===== config.mk =====
export PLATFORM = sky130hd
export DESIGN_NAME = jpeg_upsample_replicate_unit
export DESIGN_NICKNAME = d
export VERILOG_FILES = /design/src/sv/jur_pkg.sv /design/src/sv/jpeg_upsample_replicate_unit.sv /design/src/sv/jur_addr_gen.sv /design/src/sv/jur_seq.sv
export SDC_FILE = /design/constraint.sdc
export NUM_CORES = 1
export LEC_CHECK = 0
export BUFFER_PORTS_ARGS = -buffer_cell sky130_fd_sc_hd__buf_2
export CAP_MARGIN = 20
export CORE_MARGIN = 3
export CORE_UTILIZATION = 55
export CTS_BUF_LIST = sky130_fd_sc_hd__clkbuf_4 sky130_fd_sc_hd__clkbuf_8
export DETAILED_ROUTE_END_ITERATION = 7
export HOLD_SLACK_MARGIN = 0.1
export MAX_ROUTING_LAYER = met4
export PLACE_DENSITY_LB_ADDON = 0.1
export SYNTH_ARGS = -nofsm -noshare
export SYNTH_HDL_FRONTEND = slang
export SYNTH_SLANG_ARGS = --single-unit

===== constraint.sdc =====
create_clock -name clk -period 6.3 [get_ports clk]
set_clock_uncertainty 0.15 [all_clocks]
set_input_delay 0.945 -clock clk [delete_from_list [all_inputs] [get_ports clk]]
set_output_delay 0.945 -clock clk [all_outputs]
set_load 0.1 [all_outputs]

===== src/sv/jur_pkg.sv =====
// Shared types, constants and helper function of the replicate upsampler.
`default_nettype none
package jur_pkg;

    localparam int BLOCK_ROWS = 8;
    localparam int MAX_FACTOR = 4;

    localparam int FACTOR_W = 3;
    localparam int COUNT_W  = 16;
    localparam int ROW_W    = 5;
    localparam int REP_W    = 2;
    localparam int OFFSET_W = 21;
    localparam int SAMPLE_W = 8;
    localparam int CFG_IDX_W  = 3;
    localparam int CFG_DATA_W = 16;

    // Configuration register indexes.
    localparam logic [CFG_IDX_W-1:0] REG_MAX_HOR  = 3'd0;
    localparam logic [CFG_IDX_W-1:0] REG_MAX_VER  = 3'd1;
    localparam logic [CFG_IDX_W-1:0] REG_COMP_HOR = 3'd2;
    localparam logic [CFG_IDX_W-1:0] REG_COMP_VER = 3'd3;
    localparam logic [CFG_IDX_W-1:0] REG_SRC_COLS = 3'd4;
    localparam logic [CFG_IDX_W-1:0] REG_FULL_WID = 3'd5;

    // Commands from the sequencer to the address generator.
    typedef struct packed {
        logic load;     // capture scaled row and column of the new sample
        logic base;     // form the first offset
        logic step;     // advance to the next replicated place
        logic row_end;  // the step leaves the current destination row
    } seq_cmd_t;

    // Integer ratio of two sampling factors, or zero when either factor is
    // out of range or the ratio is not an integer.
    function automatic logic [FACTOR_W-1:0] factor_ratio(
        input logic [FACTOR_W-1:0] max_f,
        input logic [FACTOR_W-1:0] comp_f
    );
        logic [FACTOR_W-1:0] q;
        q = '0;
        if (max_f >= FACTOR_W'(1) && max_f <= FACTOR_W'(MAX_FACTOR) &&
            comp_f >= FACTOR_W'(1) && comp_f <= FACTOR_W'(MAX_FACTOR))
        begin
            for (int k = 1; k <= MAX_FACTOR; k++)
            begin
                if ({3'b000, comp_f} * FACTOR_W'(k) == {3'b000, max_f})
                begin
                    q = FACTOR_W'(k);
                end
            end
        end
        return q;
    endfunction

endpackage
`default_nettype wire


===== src/sv/jpeg_upsample_replicate_unit.sv =====
// Top level of the JPEG chroma upsampler by pixel replication.
// Each accepted sample word is written to H by V destination places, with
// H = max_hor_factor / comp_hor_factor and V = max_ver_factor / comp_ver_factor,
// and every place comes out as one output word carrying the destination
// byte offset (row times full_width plus column, low 21 bits), the sample
// and a last flag on the final place of the sample. For each sample the
// source row and column are scaled and registered, then the base offset
// multiply is registered, then one output word per cycle comes from a
// single shared adder while out_ready is high. A sample is consumed with
// no output when a factor is outside 1 to 4 or a ratio is not an integer;
// the column and row counters then stay put. Input is taken
// only while no sample is in progress. Configuration writes are meant to
// happen while the block is idle; they leave the counters untouched.
`default_nettype none
module jpeg_upsample_replicate_unit (
    input  wire logic                            clk,
    input  wire logic                            rst_n,
    input  wire logic                            in_valid,
    output logic                                 in_ready,
    input  wire logic [jur_pkg::SAMPLE_W-1:0]    sample,
    output logic                                 out_valid,
    input  wire logic                            out_ready,
    output logic      [jur_pkg::OFFSET_W-1:0]    dst_offset,
    output logic      [jur_pkg::SAMPLE_W-1:0]    value,
    output logic                                 last,
    input  wire logic                            cfg_we,
    input  wire logic [jur_pkg::CFG_IDX_W-1:0]   cfg_index,
    input  wire logic [jur_pkg::CFG_DATA_W-1:0]  cfg_data
);
    import jur_pkg::*;

    logic [FACTOR_W-1:0] max_hor_reg;
    logic [FACTOR_W-1:0] max_ver_reg;
    logic [FACTOR_W-1:0] comp_hor_reg;
    logic [FACTOR_W-1:0] comp_ver_reg;
    logic [COUNT_W-1:0]  src_cols_reg;
    logic [COUNT_W-1:0]  full_width_reg;
    logic [SAMPLE_W-1:0] value_reg;
    logic [FACTOR_W-1:0] hor_ratio;
    logic [FACTOR_W-1:0] ver_ratio;
    logic [COUNT_W-1:0]  col_count;
    logic [ROW_W-1:0]    row_count;
    seq_cmd_t            cmd;

    // Configuration registers. Indexes past the last register are ignored.
    always_ff @(posedge clk or negedge rst_n)
    begin
        if (!rst_n)
        begin
            max_hor_reg    <= FACTOR_W'(1);
            max_ver_reg    <= FACTOR_W'(1);
            comp_hor_reg   <= FACTOR_W'(1);
            comp_ver_reg   <= FACTOR_W'(1);
            src_cols_reg   <= COUNT_W'(8);
            full_width_reg <= COUNT_W'(8);
        end
        else if (cfg_we)
        begin
            unique case (cfg_index)
                REG_MAX_HOR:  max_hor_reg    <= cfg_data[FACTOR_W-1:0];
                REG_MAX_VER:  max_ver_reg    <= cfg_data[FACTOR_W-1:0];
                REG_COMP_HOR: comp_hor_reg   <= cfg_data[FACTOR_W-1:0];
                REG_COMP_VER: comp_ver_reg   <= cfg_data[FACTOR_W-1:0];
                REG_SRC_COLS: src_cols_reg   <= cfg_data;
                REG_FULL_WID: full_width_reg <= cfg_data;
                default: ;
            endcase
        end
    end

    // Replication ratios; zero marks an unusable factor combination.
    assign hor_ratio = factor_ratio(max_hor_reg, comp_hor_reg);
    assign ver_ratio = factor_ratio(max_ver_reg, comp_ver_reg);

    // The sample byte is held for all of its replicated output words.
    always_ff @(posedge clk)
    begin
        if (cmd.load)
        begin
            value_reg <= sample;
        end
    end

    jur_seq u_seq (
        .clk             (clk),
        .rst_n           (rst_n),
        .in_valid        (in_valid),
        .in_ready        (in_ready),
        .out_valid       (out_valid),
        .out_ready       (out_ready),
        .last            (last),
        .hor_ratio       (hor_ratio),
        .ver_ratio       (ver_ratio),
        .comp_ver_factor (comp_ver_reg),
        .src_cols        (src_cols_reg),
        .cmd             (cmd),
        .col_count       (col_count),
        .row_count       (row_count)
    );

    jur_addr_gen u_addr_gen (
        .clk        (clk),
        .cmd        (cmd),
        .col_count  (col_count),
        .row_count  (row_count),
        .hor_ratio  (hor_ratio),
        .ver_ratio  (ver_ratio),
        .full_width (full_width_reg),
        .offset     (dst_offset)
    );

    assign value = value_reg;

    // A sample in progress blocks new input.
    a_ready_excl: assert property (@(posedge clk) disable iff (!rst_n)
        out_valid |-> !in_ready)
        else $error("input ready while an output word is pending");

    // A sample with unusable factors produces no output word.
    a_bad_ratio: assert property (@(posedge clk) disable iff (!rst_n)
        (in_valid && in_ready && (hor_ratio == '0 || ver_ratio == '0))
        |=> (in_ready && !out_valid))
        else $error("output started for an unusable factor combination");

    // Delivering the last word of a sample frees the block for input.
    a_last_done: assert property (@(posedge clk) disable iff (!rst_n)
        (out_valid && out_ready && last) |=> in_ready)
        else $error("block not ready after the last word of a sample");

    // A usable sample goes through the base state and then presents its first output word.
    a_latency: assert property (@(posedge clk) disable iff (!rst_n)
        (in_valid && in_ready && hor_ratio != '0 && ver_ratio != '0)
        |=> ##1 out_valid)
        else $error("first output word of a sample not presented in time");

endmodule
`default_nettype wire


===== src/sv/jur_addr_gen.sv =====
// Offset generator: scaling multipliers and the shared offset adder.
`default_nettype none
module jur_addr_gen (
    input  wire logic                          clk,
    input  wire jur_pkg::seq_cmd_t             cmd,
    input  wire logic [jur_pkg::COUNT_W-1:0]   col_count,
    input  wire logic [jur_pkg::ROW_W-1:0]     row_count,
    input  wire logic [jur_pkg::FACTOR_W-1:0]  hor_ratio,
    input  wire logic [jur_pkg::FACTOR_W-1:0]  ver_ratio,
    input  wire logic [jur_pkg::COUNT_W-1:0]   full_width,
    output logic      [jur_pkg::OFFSET_W-1:0]  offset
);
    import jur_pkg::*;

    localparam int DROW_W = ROW_W + FACTOR_W;
    localparam int DCOL_W = COUNT_W + FACTOR_W;
    localparam int PROD_W = DROW_W + COUNT_W;

    logic [DROW_W-1:0]   drow_reg;
    logic [DCOL_W-1:0]   dcol_reg;
    logic [OFFSET_W-1:0] offset_reg;
    logic [OFFSET_W-1:0] row_base_reg;
    logic [PROD_W-1:0]   base_prod;
    logic [OFFSET_W-1:0] base_sum;
    logic [OFFSET_W-1:0] add_a;
    logic [OFFSET_W-1:0] add_b;
    logic [OFFSET_W-1:0] add_sum;

    assign base_prod = PROD_W'(drow_reg) * PROD_W'(full_width);
    assign base_sum  = base_prod[OFFSET_W-1:0] + OFFSET_W'(dcol_reg);

    // One adder walks all replicated places: plus one along a row, plus
    // the stride from the row start when moving down a row.
    assign add_a   = cmd.row_end ? row_base_reg : offset_reg;
    assign add_b   = cmd.row_end ? OFFSET_W'(full_width) : OFFSET_W'(1);
    assign add_sum = add_a + add_b;

    always_ff @(posedge clk)
    begin
        if (cmd.load)
        begin
            drow_reg <= DROW_W'(row_count) * DROW_W'(ver_ratio);
            dcol_reg <= DCOL_W'(col_count) * DCOL_W'(hor_ratio);
        end
        if (cmd.base)
        begin
            offset_reg   <= base_sum;
            row_base_reg <= base_sum;
        end
        else if (cmd.step)
        begin
            offset_reg <= add_sum;
            if (cmd.row_end)
            begin
                row_base_reg <= add_sum;
            end
        end
    end

    assign offset = offset_reg;

endmodule
`default_nettype wire


===== src/sv/jur_seq.sv =====
// Sequencer: item handshake, replication loop and source position counters.
`default_nettype none
module jur_seq (
    input  wire logic                          clk,
    input  wire logic                          rst_n,
    input  wire logic                          in_valid,
    output logic                               in_ready,
    output logic                               out_valid,
    input  wire logic                          out_ready,
    output logic                               last,
    input  wire logic [jur_pkg::FACTOR_W-1:0]  hor_ratio,
    input  wire logic [jur_pkg::FACTOR_W-1:0]  ver_ratio,
    input  wire logic [jur_pkg::FACTOR_W-1:0]  comp_ver_factor,
    input  wire logic [jur_pkg::COUNT_W-1:0]   src_cols,
    output jur_pkg::seq_cmd_t                  cmd,
    output logic      [jur_pkg::COUNT_W-1:0]   col_count,
    output logic      [jur_pkg::ROW_W-1:0]     row_count
);
    import jur_pkg::*;

    localparam logic [1:0] ST_IDLE = 2'd0;
    localparam logic [1:0] ST_BASE = 2'd1;
    localparam logic [1:0] ST_EMIT = 2'd2;

    logic [1:0]         state_reg, state_next;
    logic [REP_W-1:0]   h_reg, h_next;
    logic [REP_W-1:0]   v_reg, v_next;
    logic [COUNT_W-1:0] col_reg, col_next;
    logic [ROW_W-1:0]   row_reg, row_next;
    logic               ratio_ok;
    logic               accept;
    logic               h_last;
    logic               v_last;
    logic               col_wrap;
    logic               row_wrap;
    logic [ROW_W:0]     rows;

    assign ratio_ok = (hor_ratio != '0) && (ver_ratio != '0);
    assign in_ready = (state_reg == ST_IDLE);
    assign accept   = in_valid && in_ready;
    assign h_last   = ({1'b0, h_reg} + FACTOR_W'(1)) == hor_ratio;
    assign v_last   = ({1'b0, v_reg} + FACTOR_W'(1)) == ver_ratio;
    assign out_valid = (state_reg == ST_EMIT);
    assign last     = h_last && v_last;

    assign rows     = (ROW_W+1)'(comp_ver_factor) << 3;
    assign col_wrap = ({1'b0, col_reg} + (COUNT_W+1)'(1)) >= {1'b0, src_cols};
    assign row_wrap = ({1'b0, row_reg} + (ROW_W+1)'(1)) >= rows;

    always_comb
    begin
        state_next = state_reg;
        h_next     = h_reg;
        v_next     = v_reg;
        col_next   = col_reg;
        row_next   = row_reg;
        cmd        = '0;
        unique case (state_reg)
            ST_IDLE:
            begin
                if (accept && ratio_ok)
                begin
                    cmd.load   = 1'b1;
                    state_next = ST_BASE;
                    if (col_wrap)
                    begin
                        col_next = '0;
                        row_next = row_wrap ? '0 : row_reg + ROW_W'(1);
                    end
                    else
                    begin
                        col_next = col_reg + COUNT_W'(1);
                    end
                end
            end
            ST_BASE:
            begin
                cmd.base   = 1'b1;
                h_next     = '0;
                v_next     = '0;
                state_next = ST_EMIT;
            end
            ST_EMIT:
            begin
                if (out_ready)
                begin
                    if (last)
                    begin
                        state_next = ST_IDLE;
                    end
                    else
                    begin
                        cmd.step    = 1'b1;
                        cmd.row_end = h_last;
                        if (h_last)
                        begin
                            h_next = '0;
                            v_next = v_reg + REP_W'(1);
                        end
                        else
                        begin
                            h_next = h_reg + REP_W'(1);
                        end
                    end
                end
            end
            default:
            begin
                state_next = ST_IDLE;
            end
        endcase
    end

    always_ff @(posedge clk or negedge rst_n)
    begin
        if (!rst_n)
        begin
            state_reg <= ST_IDLE;
            h_reg     <= '0;
            v_reg     <= '0;
            col_reg   <= '0;
            row_reg   <= '0;
        end
        else
        begin
            state_reg <= state_next;
            h_reg     <= h_next;
            v_reg     <= v_next;
            col_reg   <= col_next;
            row_reg   <= row_next;
        end
    end

    assign col_count = col_reg;
    assign row_count = row_reg;

endmodule
`default_nettype wire

; After elaboration in Yosys (flattened, before gate mapping)
; Cells that the tools add are included.
[word_totals]
register_bits = 148
output_inout_bits = 32
word_cells = 129
[op_classes]
addsub = 10
mul = 5
magnitude_cmp = 10
eq_ne = 22
n_mux = 37
n_reduce_logical = 29
[ops]
columns = op, count
row1 = $mux 21, 6
row2 = $mux 16, 2
row3 = $mux 2, 12
row4 = $mux 3, 8
row5 = $add 21x19->21, 1
row6 = $add 21x21->21, 1
row7 = $mul 8x16->21, 1
row8 = $eq 5x3->1, 4
row9 = $mul 16x3->19, 1
row10 = $add 16x1->17 const B, 1
row11 = $ge 17x16->1, 1
row12 = $add 16x1->16 const B, 1
row13 = $reduce_and 2->1, 8
row14 = $eq 3x3->1, 4
row15 = $ge 3x1->1 const B, 4
row16 = $le 3x3->1 const B, 4
row17 = $logic_and 1x1->1, 10
row18 = $mul 3x2->5 const B, 2
row19 = $reduce_and 3->1, 3
row20 = $eq 4x3->1, 2
row21 = $mul 5x3->8, 1
row22 = $pmux 2 s2, 2
row23 = $add 2x1->3 const B, 2
row24 = $add 5x1->6 const B, 1
row25 = other kinds (18), 31

; Depth between registers and ports, before layout
; Gate-level depths: netlist of run 1.
[logic_depth]
ltp_word = 16
depth_mapped = 25
depth_no_buf = 23

; Cells and area by module
; Synthesis of run 1 repeated with hierarchy kept, for this count alone.
[unflattened]
cells_unflattened = 1421
hier_area_um2 = 14083.5
[by_module_without_submodules]
columns = module, n_inst, cells_each, area_each_um2
row1 = jur_addr_gen, 1, 974, 9318.9
row2 = jpeg_upsample_replicate_unit, 1, 187, 2497.4
row3 = jur_seq, 1, 260, 2267.2

; Worst setup path after synthesis of run 1
; Ideal clock, no wire load.
[synth_path]
path_kind = register -> register
from = reg comp_hor_reg[0]
to = reg u_addr_gen.offset_reg[19] (netlist: u_addr_gen.offset[19]), data pin
setup_ps = 297
arrival_ps = 5630
setup_slack_ps = 223
stages_incl_launch_ff = 23
path_buffers = 1
cell_sequence = dfstp_2 > ha_1 > inv_1 > fa_1 > xor2_1 > nand4_1 > a21oi_2 > xnor2_1 > nand3_2 > a311oi_4 > buf_2 > mux2_2 > ha_1 > and2_1 > a31oi_1 > nand3_1 > a221oi_1 > o31ai_1 > o41ai_1 > nor3b_1 > xor2_1 > a22oi_1 > o21ai_0
[synth_between]
elab_chain_cells = 15
[synth_lines]
columns = element, line_no
row1 = start: declaration, jpeg_upsample_replicate_unit.sv:34  ; logic [FACTOR_W-1:0] comp_hor_reg;
row2 = start signal: assignment, jpeg_upsample_replicate_unit.sv:62  ; REG_COMP_HOR: comp_hor_reg <= cfg_data[FACTOR_W-1:0];
row3 = branches (longest 5 deep; another with $mul 3x2->5), --
row4 = $mux 3 *, jur_pkg.sv:41  ; if (max_f >= FACTOR_W'(1) && max_f <= FACTOR_W'(MAX_FACTOR) &&
row5 = $eq 3x3->1 *, jur_seq.sv:41  ; assign h_last = ({1'b0, h_reg} + FACTOR_W'(1)) == hor_ratio;
row6 = $logic_and 1x1->1, jur_seq.sv:44  ; assign last = h_last && v_last;
row7 = $mux 2 *, jur_seq.sv:87  ; if (last)
row8 = $mux 2 *, jur_seq.sv:85  ; if (out_ready)
row9 = $mux 2 *, jur_seq.sv:58  ; unique case (state_reg)
row10 = $mux 21 / $mux 16 (equally long branches), "jur_addr_gen.sv:34, jur_addr_gen.sv:35"
row11 = $add 21x21->21 *, jur_addr_gen.sv:36  ; assign add_sum = add_a + add_b;
row12 = $mux 21 *, jur_addr_gen.sv:50  ; else if (cmd.step)
row13 = $mux 21 *, jur_addr_gen.sv:45  ; if (cmd.base)
row14 = end signal: assignment, jur_addr_gen.sv:47  ; offset_reg <= base_sum;
row15 = end signal: assignment, jur_addr_gen.sv:52  ; offset_reg <= add_sum;
row16 = end: declaration, jur_addr_gen.sv:21  ; logic [OFFSET_W-1:0] offset_reg;
; Every way passes the cells marked *. The select of a mux whose other input is x is not followed.
; A chain may end at the register's enable or synchronous reset.

; Worst setup path in the final report of run 1
; Ends and elaborated chain as after synthesis.

==> results of run 1 <==
==> where the power goes <==
part	internal, mW	switching [mW]
combinational	0.355	0.613
clock	0.357	0.404
sequential	1.16	0.161
==> stage by stage <==
step                worst slack [ps]  power (mW)
floorplan                      222.5       2.057
global placement               153.0       2.278
detailed placement            -21.03       2.297
CTS                            136.7       3.070
global route                   12.50       3.244
finish                         376.6       3.051
==> path summary, 6_finish.rpt <==
kind	start	endpoint	slack, ps	cells after the start
min in group asynchronous	rst_n	max_hor_reg[1]	470	1
worst min register to register	src_cols_reg[3]	src_cols_reg[3]	380	2
worst max-delay path	comp_hor_reg[0]	u_addr_gen.offset[19]	380	24
max in group asynchronous	rst_n	full_width_reg[10]	4930	1
worst max register to register	comp_hor_reg[0]	u_addr_gen.offset[19]	380	24
worst min-delay path	src_cols_reg[3]	src_cols_reg[3]	380	2
==> layout by cell type (no fill, tap or decap), types with 4 or more instances in the layout <==
master	instances
fa_1	123
o31ai_1	9
dfstp_2	6
nor3_1	8
o21a_1	6
ha_1	109
nand2b_1	21
dfrtp_1	65
xor2_1	31
nor2_1	46
mux2i_1	4
mux2_2	45
nand2_1	211
a21oi_1	49
and3_1	8
a21o_1	21
a211oi_1	4
clkbuf_8	20
nand4_1	9
inv_6	4
nor2b_1	11
buf_2	62
buf_4	14
nand3_1	25
xnor2_1	55
inv_1	181
a31oi_1	8
and2_1	83
o31ai_2	4
o21ai_0	72
edfxtp_1	77
==> layout make-up <==
cell class	count	area share (%)
clock inverters	11	0.7597
flip-flops and latches	148	27.95
multi-input cells	1016	58.65
clock buffers	21	1.929
repair buffers	81	3.355
inverters	181	4.635
well taps	319	2.723
==> cells by family (layout without fill, tap and decap cells) <==
logic type | count (synthesis) | in the layout | synth area share [%]
AND/OR/NAND/NOR | 442 | 442 | 15.49
multiplexers | 49 | 49 | 4.029
buffers and inverters | 242 | 294 | 6.841
XOR/XNOR | 88 | 88 | 5.790
flip-flops | 148 | 148 | 30.19
adder cells (fa/ha/maj) | 232 | 232 | 28.19
AO/OA/AOI/OAI | 205 | 205 | 9.469
==> tightest hold or removal path, cell delays in order, from the launching register on <==
cell and delay [ps]:
dfstp_2 370, inv_1 70, o21ai_0 90
==> repair_timing <==
item / 4_1_cts / 5_1_grt
endpoints found under the setup margin: 2 / 10
buffers inserted: 0 / 3
pin swaps: 0 / 3
hold buffers: 0 / 0
gates cloned: 0 / 0
resized for setup: 1 / 9
==> routing by layer <==
metal | vias up | track usage (%) | wire (um)
met5 | - | - | 0
met4 | 0 | 4.383 | 242
met3 | 18 | 2.942 | 863
met2 | 145 | 35.49 | 12800
met1 | 4552 | 31.60 | 13420
li1 | 4680 | - | -
==> flow_metrics.py, run 1 <==
metrics = {
    "run_status": {
        "status": "finished clean",
    },
    "worst_setup_path": {
        "setup.worst_path.class": "flip-flop to flip-flop",
        "cp_cell_sequence": "ha_1 > inv_1 > fa_1 > xor2_1 > nand4_1 > a21oi_2 > xnor2_1 > nand3_2 > a311oi_4 > buf_6 > buf_6 > mux2_2 > ha_1 > o21ai_0 > nand2b_1 > and3_1 > a221oi_4 > o31ai_2 > o41ai_1 > buf_4 > nor3b_1 > xor2_1 > a22oi_1 > o21ai_0",
        "crit_family": "compound AO/OA/AOI/OAI gates",
        "critPathArrivalTime_ps": 5970,
        "critPathBufInv": 4,
        "end_kind": "flip-flop",
        "start_kind": "flip-flop",
        "max_stage_delay_ps": 610,
        "path_max_fanout": 17,
        "worstPathRequired_ps": 6350,
        "slowest_stage": "dfstp_2",
    },
    "clock_network": {
        "cts-buffers-inserted": 17,
        "clkLatencyLatePin_ps": 470,
        "clock_path_buffers": 2,
        "clk_pin_slew_ps": 90,
        "cts.sinks": 148,
        "root_buffer": "clkbuf_8",
        "htreeDepth": 4,
        "cts_tree": "built",
    },
    "yosys": {
        "synth.most_common_cell": "nand2_1",
        "yosys.area.top_type": "fa_1",
        "ys.flop_type": "edfxtp_1",
        "ys_types": 67,
        "async_flop_share_pct": 47.97,
        "synth_area_sq_mm": 0.01357,
        "synth_cells": 1406,
        "synth_common_cells": "nand2_1 (211), inv_1 (181), fa_1 (123)",
        "synthTopCellsByArea": "fa_1 (18%), edfxtp_1 (17%), dfrtp_1 (12%)",
        "syn_nets": 1670,
        "ys_seq_elements": 148,
        "yosysWarningCount": 0,
        "seq_area_frac_synth_pct": 30.19,
        "avgSynthCellArea_sq_um": 9.652,
        "synth-edff-count": 77,
        "synth_top_area_share_pct": 18.14,
    },
    "timing": {
        "period_share_pct": 94.02,
        "slew_viol_final": 0,
        "max_slew.worst_pin.slew_ps": 928.4,
        "period_minus_slack_ps": 5923,
        "max_slew_margin_pct": 38.11,
        "finalHoldViolCount": 0,
        "grt_setup_unrepaired": "no",
        "setup_violations": 0,
        "fmax_ghz": 0.1688,
        "tns_ps": 0,
        "holdWs_ps": 376.9,
    },
    "final_layout": {
        "n_antenna_cell": 0,
        "seqCellArea_sq_mm": 0.004096,
        "nets": 1709,
        "syn_to_final_growth_pct": 8.012,
        "drive_gt1_share_pct": 12.62,
        "finalNonFillerCells": 1777,
        "nFillCells": 2037,
        "post-route-util_pct": 61.35,
        "multi_input_area_sq_mm": 0.008597,
        "final_area_sq_mm": 0.01466,
    },
    "power": {
        "power_density_mw_per_mm2": 208.2,
        "peakVddDrop_mv": 0.1380,
        "leakagePower_nw": 7.032,
    },
    "routing": {
        "drc": 0,
        "wire_per_inst_um": 15.38,
        "ant_nets": 0,
        "num_vias": 9395,
        "first_iter_violations": 506,
        "routed_wl_mm": 27.32,
        "drt-vias-per-instance": 5.287,
        "drt-pass1-iter-count": 5,
    },
    "floorplanning": {
        "num_rows": 56,
        "coreArea_sq_mm": 0.02389,
        "start_util_pct": 56.80,
        "io_pins": 64,
        "dieArea_sq_mm": 0.02660,
        "die_x_um": 163.1,
        "die_h_um": 163.1,
    },
    "grt": {
        "grt_max_degree": 72,
        "grt_pass1_vias": 9458,
        "grt_antenna_before_repair": 0,
        "grt_use_total_pct": 22.43,
        "grt_pass1_wl_mm": 46.48,
        "grt_overflow": 0,
    },
    "place": {
        "numPortBuffers": 63,
        "placed_cell_area_sq_mm": 0.01415,
        "dp_cells": 1740,
        "dpl.hpwl_mm": 21.07,
        "gp_congestion": 0.8617,
    },
    "min_path": {
        "min_path_type": "flip-flop to flip-flop",
    },
    "flow_run": {
        "cap_violations": 0,
    },
}
(Power assumes the default switching activity.)
==> inputs of run 2 (changes only) <==
SYNTH_HIERARCHICAL = 1   (was unset)
==> flow_metrics.py, run 2 <==
metrics = {
    "run_status": {
        "status": "finished clean",
    },
    "clock_network": {
        "cts.sinks": 148,
        "cts_hold_buf": 0,
        "clkLatencyLatePin_ps": 470,
        "cts_tree": "built",
        "root_buffer": "clkbuf_8",
        "cts-buffers-inserted": 17,
        "cts_repair_resize_count": 0,
        "clock_path_buffers": 2,
        "cts_setup_buffers": 0,
        "clk_pin_slew_ps": 110,
        "htreeDepth": 4,
    },
    "grt": {
        "grt_antenna_before_repair": 0,
        "grt_pass1_vias": 10210,
        "grt_overflow": 0,
        "grt_use_total_pct": 23.43,
        "grt_max_degree": 72,
        "grt_pass1_wl_mm": 51.22,
    },
    "yosys": {
        "avgSynthCellArea_sq_um": 9.911,
        "synthTopCellsByArea": "fa_1 (17%), edfxtp_1 (16%), dfrtp_1 (12%)",
        "synth.most_common_cell": "inv_1",
        "seq_area_frac_synth_pct": 29.09,
        "synth_top_area_share_pct": 17.48,
        "ys.flop_type": "edfxtp_1",
        "yosysWarningCount": 6,
        "synth_cells": 1421,
        "yosys.area.top_type": "fa_1",
        "ys_types": 77,
        "async_flop_share_pct": 47.97,
        "synth-edff-count": 77,
        "synth_area_sq_mm": 0.01408,
        "syn_nets": 1685,
        "ys_seq_elements": 148,
        "synth_common_cells": "inv_1 (226), nand2_1 (150), fa_1 (123)",
    },
    "worst_setup_path": {
        "worst_r2r_endpoint": "u_addr_gen/row_base_reg[19]",
        "worstPathRequired_ps": 6360,
        "setup.worst_path.class": "flip-flop to flip-flop",
        "slowest_stage": "dfstp_2",
        "timing.rr.start": "comp_hor_reg[0]",
        "crit_path_end": "u_addr_gen/row_base_reg[19]",
        "max_stage_delay_ps": 620,
        "path_max_fanout": 36,
        "start_kind": "flip-flop",
        "r2r_cells": 21,
        "rrSetupSlack_ps": 440,
        "crit_start": "comp_hor_reg[0]",
        "critPathArrivalTime_ps": 5910,
        "end_kind": "flip-flop",
        "cp_cell_sequence": "ha_1 > inv_1 > fa_1 > xnor2_1 > nor2_1 > nand4_1 > a21oi_1 > xor2_1 > nand3_1 > or3_1 > inv_1 > buf_12 > mux2_2 > ha_1 > o21ai_0 > o21a_1 > o31ai_1 > o211ai_1 > a21oi_1 > xor2_1 > mux2i_1",
    },
    "routing": {
        "ant_nets": 0,
        "first_iter_violations": 564,
        "drc": 0,
        "drt-vias-per-instance": 5.494,
        "drt-pass1-iter-count": 5,
        "wire_per_inst_um": 16.71,
        "num_vias": 9972,
        "routed_wl_mm": 30.32,
    },
    "timing": {
        "max_slew.worst_pin.slew_ps": 920.5,
        "fmax_ghz": 0.1708,
        "max_slew_margin_pct": 38.63,
        "setup_violations": 0,
        "tns_ps": 0,
        "slew_viol_final": 0,
        "finalHoldViolCount": 0,
        "period_share_pct": 92.94,
        "period_minus_slack_ps": 5856,
        "grt_setup_unrepaired": "no",
    },
    "final_layout": {
        "final_cell_mix": "inv_1 (226), nand2_1 (150), fa_1 (123)",
        "final_area_sq_mm": 0.01513,
        "layout_commonest_cell": "inv_1",
        "drive_gt1_share_pct": 13.55,
        "nets": 1742,
        "n_antenna_cell": 0,
        "nFillCells": 2138,
        "syn_to_final_growth_pct": 7.419,
    },
    "floorplanning": {
        "start_util_pct": 56.91,
        "die_h_um": 166.0,
        "io_pins": 64,
        "die_x_um": 166.0,
        "coreArea_sq_mm": 0.02475,
        "dieArea_sq_mm": 0.02756,
        "num_rows": 57,
    },
    "flow_run": {
        "cap_violations": 0,
    },
    "power": {
        "pwr-share-clk_pct": 22.8,
        "leakagePower_nw": 7.079,
        "p_int_mw": 2.038,
        "switching_share_pct": 42.02,
        "power_density_mw_per_mm2": 232.4,
        "peakVddDrop_mv": 0.1136,
        "combPwrFrac_pct": 40.0,
        "seqPwrFrac_pct": 37.3,
        "switchingPower_mw": 1.477,
    },
    "place": {
        "gp_congestion": 0.9151,
        "dpl.hpwl_mm": 23.49,
        "placed_cell_area_sq_mm": 0.01472,
        "numPortBuffers": 63,
    },
    "min_path": {
        "min_path_type": "flip-flop to flip-flop",
    },
}
## run 2: cell type report
cell class,instances,area (sq um),share of cell area [%]
timing repair buffer,72,397.9,2.630
inverter,227,853.3,5.641
multi-input combinational,1012,8967,59.28
sequential,148,4096,27.08
clock inverter,14,160.2,1.059
clock buffer,18,247.7,1.638
tap,324,405.4,2.680
## run 2: layer usage
layer / vias to the layer above / wire length (um) / track usage [%]
met5: - / 0 / -
met4: 0 / 414 / 5.425
met3: 31 / 951 / 3.071
met2: 176 / 14520 / 37.69
met1: 4940 / 14440 / 32.09
li1: 4825 / - / -
## run 2: kinds of logic (layout without fill, tap and decap cells)
group                      count (synthesis)  count (layout)  synth area share [%]
AOI/OAI and AO/OA                        200             200                 9.684
xor gates and xnor gates                  93              93                 5.784
adders and majority gates                232             232                 27.17
buffers and inverters                    261             331                 7.285
DFF                                      148             148                 29.09
muxes                                     72              72                 5.641
and+or+nand+nor                          415             415                 15.35
## run 2: stage by stage
stage / std cells / total power [mW] / utilization, % / worst slack [ps] / hold slack (ps)
final: 1815 / 3.515 / 61.13 / 444.5 / 366.0
after floorplan: 1421 / 2.396 / - / 616.3 / 320.9
after detailed placement: 1783 / 2.736 / 59.48 / 521.0 / 345.2
after CTS: 1815 / 3.545 / 61.13 / 491.0 / 368.9
after global routing: 1815 / 3.781 / 61.13 / 66.27 / 384.9
after global placement: 1783 / 2.710 / 59.48 / 644.7 / 340.2
## run 2: worst min path at each step
stage,startpoint,to,cells after the start
final,src_cols_reg[2],src_cols_reg[2],1
after global routing,src_cols_reg[13],src_cols_reg[13],1
after CTS,src_cols_reg[13],src_cols_reg[13],1
after detailed placement,src_cols_reg[13],src_cols_reg[13],1
after global placement,src_cols_reg[14],src_cols_reg[14],1
after floorplan,u_seq/v_reg[1],u_seq/v_reg[1],2
## run 2: power by group through the flow
stage / clock network (mW) / registers (mW) / logic, mW
after floorplan: 0 / 1.37 / 1.03
after global placement: 0 / 1.33 / 1.38
after detailed placement: 0 / 1.33 / 1.41
after CTS: 0.823 / 1.31 / 1.41
after global routing: 0.865 / 1.33 / 1.59
final: 0.800 / 1.31 / 1.41
## run 2: worst max-delay path: cells and delay by family, from the launching register on
kind,cells,cell delay [ps]
fa+ha+maj,3,950
compound gates,6,1650
mux,2,470
xor+xnor,3,470
flops,1,620
simple gates,4,820
buf+inv,3,460
